### src/hdl/lrfa_pkg.sv
// types and constants shared by the line raster blocks
// no dependencies
`timescale 1ns / 1ps

package lrfa_pkg;

  localparam int COORD_W = 16;
  localparam int SIZE_W  = 13;
  localparam int PIX_W   = 12;
  localparam int ADDR_W  = 24;
  localparam int COLOR_W = 8;
  localparam int PROD_W  = PIX_W + SIZE_W;
  localparam int T_W     = COORD_W + 2;
  localparam int MAG_W   = T_W - 1;
  localparam int CNT_W   = $clog2(MAG_W + 1);
  localparam int SIZE_MAX = 4096;

  localparam int CFG_IDX_W = 1;
  localparam logic [CFG_IDX_W-1:0] REG_SCREEN_WIDTH  = 1'b0;
  localparam logic [CFG_IDX_W-1:0] REG_SCREEN_HEIGHT = 1'b1;
  localparam logic [SIZE_W-1:0] WIDTH_RESET  = 13'd640;
  localparam logic [SIZE_W-1:0] HEIGHT_RESET = 13'd480;

  localparam int Q_DEPTH = 2;
  localparam int Q_PTR_W = $clog2(Q_DEPTH);
  localparam int Q_CNT_W = $clog2(Q_DEPTH + 1);

  localparam logic ACT_START   = 1'b0;
  localparam logic ACT_ADVANCE = 1'b1;

  typedef struct packed {
    logic                      vres;
    logic signed [COORD_W-1:0] x;
    logic signed [COORD_W-1:0] y;
    logic [COLOR_W-1:0]        color;
    logic                      last;
  } entry_t;

  typedef enum logic [1:0] {
    BK_IDLE,
    BK_FOLD,
    BK_MUL,
    BK_SEND
  } back_state_t;

  function automatic logic [SIZE_W-1:0] eff_size(input logic [SIZE_W-1:0] r);
    logic [SIZE_W-1:0] s;
    if (r == '0) begin
      s = SIZE_W'(1);
    end else if (r > SIZE_W'(SIZE_MAX)) begin
      s = SIZE_W'(SIZE_MAX);
    end else begin
      s = r;
    end
    return s;
  endfunction

endpackage

### src/hdl/lrfa_in_if.sv
// request channel into the line raster
// depends on lrfa_pkg
`timescale 1ns / 1ps

interface lrfa_in_if;
  logic                               valid;
  logic                               ready;
  logic                               action;
  logic signed [lrfa_pkg::COORD_W-1:0] x_start;
  logic signed [lrfa_pkg::COORD_W-1:0] y_start;
  logic signed [lrfa_pkg::COORD_W-1:0] x_end;
  logic signed [lrfa_pkg::COORD_W-1:0] y_end;
  logic [lrfa_pkg::COLOR_W-1:0]        line_color;

  modport source (output valid, action, x_start, y_start, x_end, y_end, line_color,
                  input ready);
  modport sink (input valid, action, x_start, y_start, x_end, y_end, line_color,
                output ready);
endinterface

### src/hdl/lrfa_out_if.sv
// pixel channel out of the line raster
// depends on lrfa_pkg
`timescale 1ns / 1ps

interface lrfa_out_if;
  logic                         valid;
  logic                         ready;
  logic                         valid_res;
  logic [lrfa_pkg::PIX_W-1:0]   pixel_x;
  logic [lrfa_pkg::PIX_W-1:0]   pixel_y;
  logic [lrfa_pkg::ADDR_W-1:0]  pixel_address;
  logic [lrfa_pkg::COLOR_W-1:0] pixel_color;
  logic                         last;

  modport source (output valid, valid_res, pixel_x, pixel_y, pixel_address, pixel_color,
                  last, input ready);
  modport sink (input valid, valid_res, pixel_x, pixel_y, pixel_address, pixel_color,
                last, output ready);
endinterface

### src/hdl/lrfa_front.sv
// front end: takes requests and runs the bresenham walk, one queue entry per request
// depends on lrfa_pkg and lrfa_in_if
`timescale 1ns / 1ps

module lrfa_front #(
  parameter int COORD_BITS = 16
) (
  input  logic                 clk,
  input  logic                 rst,
  lrfa_in_if.sink              cmd,
  input  logic                 q_full,
  output logic                 push,
  output lrfa_pkg::entry_t     push_entry
);

  localparam int SPAN_W = COORD_BITS + 1;
  localparam int ERR_W  = COORD_BITS + 3;
  localparam int E2_W   = COORD_BITS + 4;

  logic signed [COORD_BITS-1:0] cur_x, cur_y, goal_x, goal_y;
  logic signed [SPAN_W-1:0]     span_x, span_y;
  logic [1:0]                   step_dirs;
  logic signed [ERR_W-1:0]      error_term;
  logic [lrfa_pkg::COLOR_W-1:0] held_color;
  logic                         active;

  logic signed [COORD_BITS-1:0] x0, y0, x1, y1;
  logic signed [SPAN_W-1:0]     dx, dy, sx, sy;
  logic signed [E2_W-1:0]       e2;
  logic                         step_x, step_y;
  logic signed [COORD_BITS-1:0] cx_adv, cy_adv;
  logic signed [ERR_W-1:0]      err_adv;
  logic                         is_start, adv_last;
  logic                         accept;

  assign cmd.ready = !q_full;
  assign accept    = cmd.valid && !q_full;
  assign is_start  = (cmd.action == lrfa_pkg::ACT_START);

  always_comb begin
    x0 = cmd.x_start[COORD_BITS-1:0];
    y0 = cmd.y_start[COORD_BITS-1:0];
    x1 = cmd.x_end[COORD_BITS-1:0];
    y1 = cmd.y_end[COORD_BITS-1:0];
    dx = SPAN_W'(x1) - SPAN_W'(x0);
    dy = SPAN_W'(y1) - SPAN_W'(y0);
    sx = dx[SPAN_W-1] ? -dx : dx;
    sy = dy[SPAN_W-1] ? -dy : dy;

    e2     = E2_W'(error_term) <<< 1;
    step_x = e2 > -E2_W'(span_y);
    step_y = e2 < E2_W'(span_x);
    err_adv = error_term;
    cx_adv  = cur_x;
    cy_adv  = cur_y;
    if (step_x) begin
      err_adv = err_adv - ERR_W'(span_y);
      cx_adv  = step_dirs[0] ? cur_x - COORD_BITS'(1) : cur_x + COORD_BITS'(1);
    end
    if (step_y) begin
      err_adv = err_adv + ERR_W'(span_x);
      cy_adv  = step_dirs[1] ? cur_y - COORD_BITS'(1) : cur_y + COORD_BITS'(1);
    end
    adv_last = (cx_adv == goal_x) && (cy_adv == goal_y);

    push = accept;
    if (is_start) begin
      push_entry.vres  = 1'b1;
      push_entry.x     = lrfa_pkg::COORD_W'(x0);
      push_entry.y     = lrfa_pkg::COORD_W'(y0);
      push_entry.color = cmd.line_color;
      push_entry.last  = (x0 == x1) && (y0 == y1);
    end else if (active) begin
      push_entry.vres  = 1'b1;
      push_entry.x     = lrfa_pkg::COORD_W'(cx_adv);
      push_entry.y     = lrfa_pkg::COORD_W'(cy_adv);
      push_entry.color = held_color;
      push_entry.last  = adv_last;
    end else begin
      push_entry = '0;
    end
  end

  always_ff @(posedge clk) begin
    if (rst) begin
      cur_x      <= '0;
      cur_y      <= '0;
      goal_x     <= '0;
      goal_y     <= '0;
      span_x     <= '0;
      span_y     <= '0;
      step_dirs  <= '0;
      error_term <= '0;
      held_color <= '0;
      active     <= 1'b0;
    end else if (accept) begin
      if (is_start) begin
        cur_x      <= x0;
        cur_y      <= y0;
        goal_x     <= x1;
        goal_y     <= y1;
        span_x     <= sx;
        span_y     <= sy;
        step_dirs  <= {!(y0 < y1), !(x0 < x1)};
        error_term <= ERR_W'(sx) - ERR_W'(sy);
        held_color <= cmd.line_color;
        active     <= !((x0 == x1) && (y0 == y1));
      end else if (active) begin
        cur_x      <= cx_adv;
        cur_y      <= cy_adv;
        error_term <= err_adv;
        active     <= !adv_last;
      end
    end
  end

endmodule

### src/hdl/lrfa_queue.sv
// short queue of stepped pixels between front and back
// depends on lrfa_pkg
`timescale 1ns / 1ps

module lrfa_queue (
  input  logic             clk,
  input  logic             rst,
  input  logic             push,
  input  lrfa_pkg::entry_t push_entry,
  output logic             full,
  output logic             avail,
  output lrfa_pkg::entry_t head,
  input  logic             pop
);

  lrfa_pkg::entry_t slots [lrfa_pkg::Q_DEPTH];
  logic [lrfa_pkg::Q_PTR_W-1:0] wr_ptr, rd_ptr;
  logic [lrfa_pkg::Q_CNT_W-1:0] count;
  logic do_push, do_pop;

  assign full    = (count == lrfa_pkg::Q_CNT_W'(lrfa_pkg::Q_DEPTH));
  assign avail   = (count != '0);
  assign head    = slots[rd_ptr];
  assign do_push = push && !full;
  assign do_pop  = pop && avail;

  always_ff @(posedge clk) begin
    if (do_push) begin
      slots[wr_ptr] <= push_entry;
    end
  end

  always_ff @(posedge clk) begin
    if (rst) begin
      wr_ptr <= '0;
      rd_ptr <= '0;
      count  <= '0;
    end else begin
      if (do_push) begin
        wr_ptr <= (wr_ptr == lrfa_pkg::Q_PTR_W'(lrfa_pkg::Q_DEPTH - 1)) ? '0
                  : wr_ptr + lrfa_pkg::Q_PTR_W'(1);
      end
      if (do_pop) begin
        rd_ptr <= (rd_ptr == lrfa_pkg::Q_PTR_W'(lrfa_pkg::Q_DEPTH - 1)) ? '0
                  : rd_ptr + lrfa_pkg::Q_PTR_W'(1);
      end
      case ({do_push, do_pop})
        2'b10:   count <= count + lrfa_pkg::Q_CNT_W'(1);
        2'b01:   count <= count - lrfa_pkg::Q_CNT_W'(1);
        default: count <= count;
      endcase
    end
  end

endmodule

### src/hdl/lrfa_fold.sv
// mirror fold of one coordinate into the screen, one remainder bit per cycle
// depends on lrfa_pkg
`timescale 1ns / 1ps

module lrfa_fold (
  input  logic                                clk,
  input  logic                                rst,
  input  logic                                start,
  input  logic signed [lrfa_pkg::COORD_W-1:0] p,
  input  logic [lrfa_pkg::SIZE_W-1:0]         size,
  output logic                                done,
  output logic [lrfa_pkg::PIX_W-1:0]          value
);

  localparam int TW = lrfa_pkg::T_W;
  localparam int MW = lrfa_pkg::MAG_W;
  localparam int SW = lrfa_pkg::SIZE_W;

  logic                          busy;
  logic [lrfa_pkg::CNT_W-1:0]    cnt;
  logic [MW-1:0]                 mag;
  logic [SW-1:0]                 rem;
  logic                          neg, over;

  logic signed [TW-1:0] t, t_neg;
  logic [SW:0]          trial;
  logic [SW-1:0]        mirrored;

  always_comb begin
    t     = TW'(p) + $signed({{(TW-SW+1){1'b0}}, size[SW-1:1]});
    t_neg = -t;
    trial = {rem, mag[MW-1]};
    mirrored = size - SW'(1) - rem;
    done  = busy && (cnt == '0);
    value = (over && !neg) ? mirrored[lrfa_pkg::PIX_W-1:0] : rem[lrfa_pkg::PIX_W-1:0];
  end

  always_ff @(posedge clk) begin
    if (rst) begin
      busy <= 1'b0;
      cnt  <= '0;
    end else if (start) begin
      busy <= 1'b1;
      cnt  <= lrfa_pkg::CNT_W'(MW);
    end else if (busy && cnt != '0) begin
      cnt <= cnt - lrfa_pkg::CNT_W'(1);
    end
  end

  always_ff @(posedge clk) begin
    if (start) begin
      neg  <= t[TW-1];
      over <= !t[TW-1] && (t >= $signed({{(TW-SW){1'b0}}, size}));
      mag  <= t[TW-1] ? t_neg[MW-1:0] : t[MW-1:0];
      rem  <= '0;
    end else if (busy && cnt != '0) begin
      mag <= mag << 1;
      if (trial >= {1'b0, size}) begin
        rem <= SW'(trial - {1'b0, size});
      end else begin
        rem <= trial[SW-1:0];
      end
    end
  end

endmodule

### src/hdl/lrfa_back.sv
// back end: folds both coordinates, forms the byte address, holds the output
// depends on lrfa_pkg, lrfa_out_if and lrfa_fold
`timescale 1ns / 1ps

module lrfa_back (
  input  logic                        clk,
  input  logic                        rst,
  input  logic                        q_avail,
  input  lrfa_pkg::entry_t            q_head,
  output logic                        q_pop,
  input  logic [lrfa_pkg::SIZE_W-1:0] screen_width,
  input  logic [lrfa_pkg::SIZE_W-1:0] screen_height,
  lrfa_out_if.source                  pix
);

  lrfa_pkg::back_state_t state, state_next;

  lrfa_pkg::entry_t              cur;
  logic [lrfa_pkg::PIX_W-1:0]    px, py;
  logic [lrfa_pkg::PROD_W-1:0]   prod;
  logic [lrfa_pkg::SIZE_W-1:0]   w_eff, h_eff;
  logic                          fold_start, load;
  logic                          done_x, done_y;
  logic [lrfa_pkg::PIX_W-1:0]    fx, fy;
  logic                          out_valid;

  assign w_eff = lrfa_pkg::eff_size(screen_width);
  assign h_eff = lrfa_pkg::eff_size(screen_height);

  lrfa_fold u_fold_x (
    .clk   (clk),
    .rst   (rst),
    .start (fold_start),
    .p     (q_head.x),
    .size  (w_eff),
    .done  (done_x),
    .value (fx)
  );

  lrfa_fold u_fold_y (
    .clk   (clk),
    .rst   (rst),
    .start (fold_start),
    .p     (q_head.y),
    .size  (h_eff),
    .done  (done_y),
    .value (fy)
  );

  always_comb begin
    state_next = state;
    q_pop      = 1'b0;
    fold_start = 1'b0;
    load       = 1'b0;
    case (state)
      lrfa_pkg::BK_IDLE: begin
        if (q_avail) begin
          q_pop = 1'b1;
          if (q_head.vres) begin
            fold_start = 1'b1;
            state_next = lrfa_pkg::BK_FOLD;
          end else begin
            state_next = lrfa_pkg::BK_SEND;
          end
        end
      end
      lrfa_pkg::BK_FOLD: begin
        if (done_x && done_y) begin
          state_next = lrfa_pkg::BK_MUL;
        end
      end
      lrfa_pkg::BK_MUL: begin
        state_next = lrfa_pkg::BK_SEND;
      end
      lrfa_pkg::BK_SEND: begin
        if (!out_valid || pix.ready) begin
          load       = 1'b1;
          state_next = lrfa_pkg::BK_IDLE;
        end
      end
      default: begin
        state_next = lrfa_pkg::BK_IDLE;
      end
    endcase
  end

  always_ff @(posedge clk) begin
    if (rst) begin
      state <= lrfa_pkg::BK_IDLE;
    end else begin
      state <= state_next;
    end
  end

  always_ff @(posedge clk) begin
    if (state == lrfa_pkg::BK_IDLE && q_avail) begin
      cur  <= q_head;
      px   <= '0;
      py   <= '0;
      prod <= '0;
    end else if (state == lrfa_pkg::BK_FOLD && done_x && done_y) begin
      px <= fx;
      py <= fy;
    end else if (state == lrfa_pkg::BK_MUL) begin
      prod <= lrfa_pkg::PROD_W'(py) * lrfa_pkg::PROD_W'(w_eff);
    end
  end

  always_ff @(posedge clk) begin
    if (rst) begin
      out_valid <= 1'b0;
    end else if (load) begin
      out_valid <= 1'b1;
    end else if (pix.ready) begin
      out_valid <= 1'b0;
    end
  end

  always_ff @(posedge clk) begin
    if (load) begin
      pix.valid_res     <= cur.vres;
      pix.pixel_x       <= px;
      pix.pixel_y       <= py;
      pix.pixel_address <= prod[lrfa_pkg::ADDR_W-1:0] + lrfa_pkg::ADDR_W'(px);
      pix.pixel_color   <= cur.color;
      pix.last          <= cur.last;
    end
  end

  assign pix.valid = out_valid;

endmodule

### src/hdl/line_raster_folded_address.sv
// line raster top level: config registers, front end, queue and back end
// depends on lrfa_pkg, lrfa_in_if, lrfa_out_if, lrfa_front, lrfa_queue, lrfa_back
`timescale 1ns / 1ps

// Bresenham line stepper with a mirror-fold pixel addresser. A start request loads
// both endpoints and a color and yields the first pixel; each advance request yields
// the next pixel, with last set on the second endpoint; an advance with no line
// active yields a result with valid_res low and all other fields zero. Each pixel is
// centered, folded into the screen and turned into row * width + column. The front
// end takes one request per cycle while its two-entry queue has room; the back end
// then takes one pixel at a time, through the 17-step remainder loop of both fold
// units and a multiply. The user must write the screen size registers only while
// the block is idle (not enforced); 0 acts as 1 and values above 4096 act as 4096.

module line_raster_folded_address #(
  parameter int COORD_BITS = 16
) (
  input  logic                               clk,
  input  logic                               rst,
  input  logic                               cfg_we,
  input  logic [lrfa_pkg::CFG_IDX_W-1:0]     cfg_index,
  input  logic [lrfa_pkg::SIZE_W-1:0]        cfg_data,
  lrfa_in_if.sink                            cmd,
  lrfa_out_if.source                         pix
);

  logic [lrfa_pkg::SIZE_W-1:0] screen_width, screen_height;
  logic                        q_full, q_avail, push, q_pop;
  lrfa_pkg::entry_t            push_entry, q_head;

  always_ff @(posedge clk) begin
    if (rst) begin
      screen_width  <= lrfa_pkg::WIDTH_RESET;
      screen_height <= lrfa_pkg::HEIGHT_RESET;
    end else if (cfg_we) begin
      if (cfg_index == lrfa_pkg::REG_SCREEN_WIDTH) begin
        screen_width <= cfg_data;
      end
      if (cfg_index == lrfa_pkg::REG_SCREEN_HEIGHT) begin
        screen_height <= cfg_data;
      end
    end
  end

  lrfa_front #(
    .COORD_BITS (COORD_BITS)
  ) u_front (
    .clk        (clk),
    .rst        (rst),
    .cmd        (cmd),
    .q_full     (q_full),
    .push       (push),
    .push_entry (push_entry)
  );

  lrfa_queue u_queue (
    .clk        (clk),
    .rst        (rst),
    .push       (push),
    .push_entry (push_entry),
    .full       (q_full),
    .avail      (q_avail),
    .head       (q_head),
    .pop        (q_pop)
  );

  lrfa_back u_back (
    .clk           (clk),
    .rst           (rst),
    .q_avail       (q_avail),
    .q_head        (q_head),
    .q_pop         (q_pop),
    .screen_width  (screen_width),
    .screen_height (screen_height),
    .pix           (pix)
  );

endmodule

### src/flat_wrapper.sv
// flat-port wrapper written by rule: the top's interface ports become plain ports
module line_raster_folded_address_flat 
#(
  parameter int COORD_BITS = 16
)
  (clk, rst, cfg_we, cfg_index, cfg_data, cmd_valid, cmd_action, cmd_x_start, cmd_y_start, cmd_x_end, cmd_y_end, cmd_line_color, cmd_ready, pix_valid, pix_valid_res, pix_pixel_x, pix_pixel_y, pix_pixel_address, pix_pixel_color, pix_last, pix_ready);
  lrfa_in_if cmd_i ();
  lrfa_out_if pix_i ();
  input  logic clk;
  input  logic rst;
  input  logic cfg_we;
  input  logic [lrfa_pkg::CFG_IDX_W-1:0] cfg_index;
  input  logic [lrfa_pkg::SIZE_W-1:0] cfg_data;
  input wire logic [$bits(cmd_i.valid)-1:0] cmd_valid;
  input wire logic [$bits(cmd_i.action)-1:0] cmd_action;
  input wire logic [$bits(cmd_i.x_start)-1:0] cmd_x_start;
  input wire logic [$bits(cmd_i.y_start)-1:0] cmd_y_start;
  input wire logic [$bits(cmd_i.x_end)-1:0] cmd_x_end;
  input wire logic [$bits(cmd_i.y_end)-1:0] cmd_y_end;
  input wire logic [$bits(cmd_i.line_color)-1:0] cmd_line_color;
  output wire logic [$bits(cmd_i.ready)-1:0] cmd_ready;
  output wire logic [$bits(pix_i.valid)-1:0] pix_valid;
  output wire logic [$bits(pix_i.valid_res)-1:0] pix_valid_res;
  output wire logic [$bits(pix_i.pixel_x)-1:0] pix_pixel_x;
  output wire logic [$bits(pix_i.pixel_y)-1:0] pix_pixel_y;
  output wire logic [$bits(pix_i.pixel_address)-1:0] pix_pixel_address;
  output wire logic [$bits(pix_i.pixel_color)-1:0] pix_pixel_color;
  output wire logic [$bits(pix_i.last)-1:0] pix_last;
  input wire logic [$bits(pix_i.ready)-1:0] pix_ready;
  assign cmd_i.valid = cmd_valid;
  assign cmd_i.action = cmd_action;
  assign cmd_i.x_start = cmd_x_start;
  assign cmd_i.y_start = cmd_y_start;
  assign cmd_i.x_end = cmd_x_end;
  assign cmd_i.y_end = cmd_y_end;
  assign cmd_i.line_color = cmd_line_color;
  assign cmd_ready = cmd_i.ready;
  assign pix_valid = pix_i.valid;
  assign pix_valid_res = pix_i.valid_res;
  assign pix_pixel_x = pix_i.pixel_x;
  assign pix_pixel_y = pix_i.pixel_y;
  assign pix_pixel_address = pix_i.pixel_address;
  assign pix_pixel_color = pix_i.pixel_color;
  assign pix_last = pix_i.last;
  assign pix_i.ready = pix_ready;
  line_raster_folded_address #(.COORD_BITS(COORD_BITS)) u_core (.clk(clk), .rst(rst), .cfg_we(cfg_we), .cfg_index(cfg_index), .cfg_data(cfg_data), .cmd(cmd_i), .pix(pix_i));
endmodule
### config.mk
export PLATFORM = sky130hd
export DESIGN_NAME = line_raster_folded_address_flat
export DESIGN_NICKNAME = d
export VERILOG_FILES = /design/src/hdl/lrfa_pkg.sv /design/src/hdl/lrfa_in_if.sv /design/src/hdl/lrfa_out_if.sv /design/src/hdl/lrfa_front.sv /design/src/hdl/lrfa_queue.sv /design/src/hdl/lrfa_fold.sv /design/src/hdl/lrfa_back.sv /design/src/hdl/line_raster_folded_address.sv /design/src/flat_wrapper.sv
export SDC_FILE = /design/constraint.sdc
export NUM_CORES = 2
export LEC_CHECK = 0
export ABC_AREA = 0
export BUFFER_PORTS_ARGS = -buffer_cell sky130_fd_sc_hd__buf_2
export CAP_MARGIN = 15
export CORE_ASPECT_RATIO = 0.7
export CORE_MARGIN = 2
export CORE_UTILIZATION = 42
export DETAILED_ROUTE_END_ITERATION = 6
export HOLD_SLACK_MARGIN = 0.03
export PLACE_DENSITY = 0.63
export SLEW_MARGIN = 25
export SYNTH_ARGS = -nofsm -noshare
export SYNTH_HDL_FRONTEND = slang
export SYNTH_SLANG_ARGS = --single-unit
### constraint.sdc
create_clock -name clk -period 7.5 [get_ports clk]
set_input_delay 1.125 -clock clk [delete_from_list [all_inputs] [get_ports clk]]
set_output_delay 1.125 -clock clk [all_outputs]
set_load 0.02 [all_outputs]
==> Yosys cells after proc, flatten, opt, wreduce, memory -nomap -nowiden <==
Memory sizes are Yosys's and may differ from the RTL's. A register that Yosys moved wholly into a read port is not among the register bits.
Cells that the tools add are included.
{ "classes": {"order_cmp": 10, "n_reduce_logical": 47, "n_mul": 1, "eq_ne": 14, "addsub": 29, "n_bitwise": 3, "n_mux": 57} }
{ "ops": {"columns": ["operator", "n"], "rows": [
  ["17-bit two-way mux", 8],
  ["16-bit two-way mux", 8],
  ["42-bit two-way mux", 2],
  ["13-bit two-way mux", 6],
  ["19-bit two-way mux", 4],
  ["17-bit negation", 4],
  ["16-bit equality test", 4],
  ["16-bit by 13-bit adder with 17-bit output", 2],
  ["17-bit by 14-bit greater-or-equal comparator with 1-bit output", 2],
  ["16-bit by 16-bit subtractor with 17-bit output", 2],
  ["16-bit by 2-bit adder with 16-bit output, second input constant", 2],
  ["16-bit < comparator", 2],
  ["16-bit by 2-bit subtractor with 16-bit output, second input constant", 2],
  ["14-bit by 13-bit greater-or-equal comparator with 1-bit output", 2],
  ["13-bit > comparator, second input constant", 2],
  ["13-bit logical NOT", 2],
  ["13-bit subtractor", 2],
  ["24-bit by 12-bit adder with 24-bit output", 1],
  ["12-bit by 13-bit multiplier with 24-bit output", 1],
  ["12-bit two-way mux", 2],
  ["12-bit by 1-bit subtractor with 12-bit output, second input constant", 2],
  ["12-bit subtractor", 2],
  ["20-bit > comparator", 1],
  ["20-bit by 17-bit < comparator with 1-bit output", 1],
  ["28 further kinds", 95]
]} }
{ "totals": {"ramBits": 84, "word_cells": 204, "n_memories": 1, "ff_bits": 352, "in_bits": 92} }
{ "memory_table": {"columns": ["name", "depth", "word_bits", "rd", "rd_ports_with_merged_regs", "wr", "line_no", "source"], "rows": [
  ["u_core.u_queue.slots", 2, 42, 1, 1, 1, "lrfa_queue.sv:16", "lrfa_pkg::entry_t slots [lrfa_pkg::Q_DEPTH];"]
]} }

==> Logic depth before layout (Yosys ltp) <==
{ "depth": {"ltp_word": 8, "mapped_depth": 30, "mapped_depth_nobuf": 28} }

==> Modules after synthesis <==
From an unflattened synthesis, not the netlist that was laid out.
{ "unflattened": {"hier_cells": 4370, "hier_area_um2": 37738.7} }
{ "modules_own_cells": {"columns": ["mod", "area_per_inst_um2", "cells_each", "n_inst"], "rows": [
  ["lrfa_front", 14490.1, 1972, 1],
  ["lrfa_back", 10199.8, 1096, 1],
  ["lrfa_fold", 4360.4, 521, 2],
  ["lrfa_queue", 3245.6, 157, 1],
  ["line_raster_folded_address", 1082.3, 103, 1]
]} }

==> Least setup slack after synthesis <==
No wires, ideal clock.
{ "synth_path": {"path_kind": "input to register", "startpoint": "input port cmd_y_end[0]", "endpoint": "register u_core.u_front.error_term[16]", "setup_ps": 96, "path_buffers": 1, "slack_ps": 1481, "arrival_time_ps": 5924, "path_stages": 25, "path_cell_list": "inv_1 ha_1 inv_1 fa_1 a21o_1 a21oi_1 o21bai_1 a21o_1 a21oi_1 o21ai_0 o41ai_1 clkbuf_1 a21oi_1 fa_1 a21o_1 a21oi_1 o21bai_1 a2111o_1 a41oi_1 nand2b_1 a31oi_1 a31oi_1 xnor2_1 nor2_1 nor4b_1"} }
{ "synth_via": {"elab_chain_cells": 5} }
{ "synth_rtl": {"columns": ["element", "line_no", "source"], "rows": [
  ["start: declaration", "flat_wrapper.sv:19", "input wire logic [$bits(cmd_i.y_end)-1:0] cmd_y_end;"],
  ["16-bit by 16-bit subtractor with 17-bit output (*)", "lrfa_front.sv:46", "dy = SPAN_W'(y1) - SPAN_W'(y0);"],
  ["17-bit negation", "lrfa_front.sv:48", "sy = dy[SPAN_W-1] ? -dy : dy;"],
  ["17-bit two-way mux (*)", "lrfa_front.sv:48", null],
  ["17-bit by 17-bit subtractor with 18-bit output (*)", "lrfa_front.sv:105", "error_term <= ERR_W'(sx) - ERR_W'(sy);"],
  ["19-bit two-way mux (*)", "lrfa_front.sv:97", "if (is_start) begin"],
  ["end signal: assignment", "lrfa_front.sv:105", null],
  ["end signal: assignment", "lrfa_front.sv:111", "error_term <= err_adv;"],
  ["end: declaration", "lrfa_front.sv:23", "logic signed [ERR_W-1:0] error_term;"]
]} }
Every way passes the cells marked *; elsewhere a longest branch is shown, timed or not.
A chain may end at the register's enable or synchronous reset.

==> Worst setup path in the final report <==
{ "layout_path": {"startpoint": "register u_core.screen_width[12] in the netlist's numbering", "endpoint": "register u_core.u_back.prod[21] in the netlist's numbering"} }
{ "layout_via": {"elab_chain_cells": 4, "elab_cells_between_ends": 5} }
{ "layout_rtl": {"columns": ["element", "line_no", "source"], "rows": [
  ["start: declaration", "line_raster_folded_address.sv:27", "logic [lrfa_pkg::SIZE_W-1:0] screen_width, screen_height;"],
  ["start signal: assignment", "line_raster_folded_address.sv:33", "screen_width <= lrfa_pkg::WIDTH_RESET;"],
  ["start signal: assignment", "line_raster_folded_address.sv:37", "screen_width <= cfg_data;"],
  ["13-bit > comparator", "lrfa_pkg.sv:50", "end else if (r > SIZE_W'(SIZE_MAX)) begin"],
  ["13-bit two-way mux", "lrfa_pkg.sv:50", null],
  ["13-bit two-way mux (*)", "lrfa_pkg.sv:48", "if (r == '0) begin"],
  ["12-bit by 13-bit multiplier with 24-bit output (*)", "lrfa_back.sv:105", "prod <= lrfa_pkg::PROD_W'(py) * lrfa_pkg::PROD_W'(w_eff);"],
  ["end signal: assignment", "lrfa_back.sv:105", null],
  ["end: declaration", "lrfa_back.sv:20", "logic [lrfa_pkg::PROD_W-1:0] prod;"]
]} }
Marked as above.

==> results.md <==
- Nets: about 4800
- ANT nets after route: 0
- CTS Buffer Depth: 3
- Slew HR: 0.330
- H-Tree Depth: 2
- Hold Slack: between 0.4 and 0.5 ns
- Slew @ Worst Pin: ~1 ns
- Finished Layout Cells: 5447
- Fin area: 39300 sq um
- Dpl cells: 5355
- Vias per inst: around 5.6
- WP data arrival: ~7.3 ns
- DRC: 0
- Cells after Synth: 4198
- Number of global-route vias before repair: roughly 28000
- Core Area: 84300 sq um
- Total Wirelength: between 100000 and 150000 um
- Fraction of layout cells with a size suffix above 1: 0.0805
- #FFs+latches synth: 437
- Starting density of the core: 0.424
- CTS tree: built
- Min Clock Period, post-route: around 6.8 ns
- Syn. warnings: 0
- CP Launch Type: register
- Port-buffer cells: between 150 and 200
- Final Max Tran Viols: 0
- # setup viols final: 0
- Die W: around 350 um
- Hold Crit Class: reg2reg
- Crit path kind: reg2reg
- Leak: roughly 17 nW
- Initial antenna violation count: 5
- Top_reg_cell synth: dfxtp_1
- Final worst path period share: 0.911
- Crit path launch: u_core.screen_width[12]
- Sw frac: 0.460
- Cell-internal power: 7.86 mW
- Reg2reg start: u_core.screen_width[12]
- Fillcell total: 8264
- PostCTS Resize Cnt: 0
- Sequential area share after synthesis: 0.298
- Post-CTS Hold Fix Bufs: 0
- Worst endpoint required time: between 7 and 8 ns
- Area after DPL: between 30000 and 40000 sq um
- Clk_lat worst skew: around 0.62 ns
- CTS buffer count: roughly 50
- Status: complete, no violations
- Power, Total: 14.6 mW
- Setup Fix Bufs, Post-CTS: 0
- Reg power frac: 0.261
- Final setup TNS: 0 ns
- GPL Wtd Cong: approximately 0.96
- Crit. End Element: register
- Top cells by area, synth: edfxtp_1 (16%), dfxtp_1 (14%), ha_1 (12%), fa_1 (6.9%), nand2_1 (5.0%)
- Met2 wire length: ~42000 um
- Drt first-iter violations: between 2000 and 3000
- Layout Utilization: 0.466
- Met3 WL post-DR: slightly above 8000 um
- WL/cell: around 19 um
- Largest net degree at the start of global routing: between 100 and 150
- Slowest cell on crit path: o41ai_1
- Combinational share of power: 0.568
- Core Rows: 89
- Top post-synthesis cells by count: nand2_1 (477), inv_1 (399), nor2_1 (350)
- Worst IR Drop VDD: between 0.2 and 0.25 mV
- TritonRoute pass-1 iters: 6
- Synth cell types: 90
- Area leader, netlist: edfxtp_1
- Die area: ~87000 sq um
- Most frequent CP cell: fa_1
- Worst-path cell chain: buf_4 > nor2b_1 > buf_4 > nand2_1 > fa_1 > inv_1 > ha_1 > fa_1 > inv_1 > fa_1 > fa_1 > inv_1 > ha_1 > nand2b_1 > a21boi_0 > o41ai_1 > or2_2 > a31oi_1 > o21ai_0 > nor2_1 > a2111oi_0 > o31ai_1
- Psw: roughly 6.7 mW
- EDFF count, synth: 190
- Root buffer cell: clkbuf_16
- Global-route wire length before repair: about 160000 um
- I/O pin cnt: roughly 150
- CP Max Fanout: 21
- Via count: around 30000
- Clock transition at path regs: 0.06 ns
- Total GRT Usage: 0.237
- P&R area growth vs syn: 9.87%
- Worst Skew: approximately 0.021 ns
- RSZ-0062 raised after global routing: false
- Clock power frac: 0.171
- Hold Fails Final Rpt: 0
- Maximum clock frequency: between 0.1 and 0.15 GHz
- Power Density: about 370 nW/um^2
- Max Cap Viol: 0
- DP HPWL: slightly above 80000 um
- Clk sinks: approximately 440
- GRT overflow: 0
- Met1 Wirelength: roughly 53000 um
- Chip height: 248 um
- Worst min-delay path startpoint: u_core.u_back.cur[7]
- Pre-CTS WS: between 0.7 and 0.8 ns
- Post-synth top area share: 0.160
- Synthesized area: 35700 sq um
- Count leader, synth: nand2_1
- Synth Net Count: ~4700
- Mean Syn Cell Area: ~8.5 sq um
- Worst path max stage delay: between 0.6 and 0.7 ns
- Highest routed metal layer: met5
- Final worst setup slack: between 0.6 and 0.7 ns
- Async SR Flop Fraction: 0
==> worst paths after layout <==
path,to,slack (ns),cells after the start
max,u_core.u_back.prod[21],0.67,22
min,u_core.u_back.pix.pixel_color[6],0.42,0
max reg2reg,u_core.u_back.prod[21],0.67,22
min reg2reg,u_core.u_back.pix.pixel_color[6],0.42,0
==> routing by layer <==
metal | up-vias | track usage
met4 | 6 | 0.0496
li1 | 14863 | -
met2 | 975 | 0.340
met1 | 14414 | 0.363
met3 | 111 | 0.0462
met5 | - | 0
==> cells in the final DEF, fill, tap and decap left out, types with 27 or more instances in the layout <==
master	count
nand2_1	475
inv_1	399
nor2_1	345
ha_1	336
a21oi_1	296
dfxtp_1	245
o21ai_0	223
xnor2_1	196
edfxtp_1	190
buf_2	149
fa_1	123
a211oi_1	115
xor2_1	100
nor3_1	80
a21o_1	69
and2_1	68
mux2i_1	66
nand3_1	63
nor2b_1	58
clkbuf_16	50
buf_4	46
nand4_1	41
mux2_2	39
nand2b_1	37
o21a_1	37
a31oi_1	31
o211ai_1	30
or3_1	27
==> cell families after synthesis <==
kind of cell             Yosys count  share of synthesized area
XOR/XNOR                         297                     0.0732
AO/OA/AOI/OAI                   1003                      0.179
buffers and inverters            577                     0.0610
AND/OR/NAND/NOR                 1320                      0.171
flip-flops                       437                      0.298
multiplexers                     105                     0.0308
adder cells (fa/ha/maj)          459                      0.187
==> layout make-up <==
class                   instances  area, sq um  share of cell area
well taps                    1137         1420              0.0362
inverters                     401         1510              0.0383
flip-flops and latches        437        10700               0.271
clock buffers                  67         1340              0.0340
diodes                          2         5.00            0.000128
multi-input cells            3184        23000               0.585
repair buffers                196         1100              0.0281
clock inverters                23          260             0.00663
==> critical path: cells and delay by family (launching register included) <==
| kind | cells | cell delay, ns |
|---|---|---|
| AO/OA/AOI/OAI | 6 | 1.98 |
| adder cells (fa/ha/maj) | 6 | 2.61 |
| buffers and inverters | 5 | 0.69 |
| flip-flops | 1 | 0.38 |
| AND/OR/NAND/NOR | 5 | 1.03 |
==> power by group through the flow <==
stage          Combinational, mW  Sequential, mW  Clock (mW)
2_1_floorplan               6.28            3.55           0
3_3_place_gp                8.01            3.83           0
3_5_place_dp                8.10            3.84           0
4_1_cts                     8.17            3.80        2.54
5_1_grt                     9.26            3.87        2.63
6_report                    8.27            3.81        2.49
==> state kept, by name, summed over array words and instances (netlist names), 16 cells and up, named ones only <==
name,flops
u_core.u_back.pix.pixel_address,24
u_core.u_back.prod,24
u_core.u_back.u_fold_x.mag,17
u_core.u_back.u_fold_y.mag,17
u_core.u_front.cur_x,16
u_core.u_front.cur_y,16
u_core.u_front.error_term,19
u_core.u_front.goal_x,16
u_core.u_front.goal_y,16
u_core.u_front.span_x,17
u_core.u_front.span_y,17
u_core.u_queue.slots,84
No activity file was read; power rests on OpenSTA's default activity.
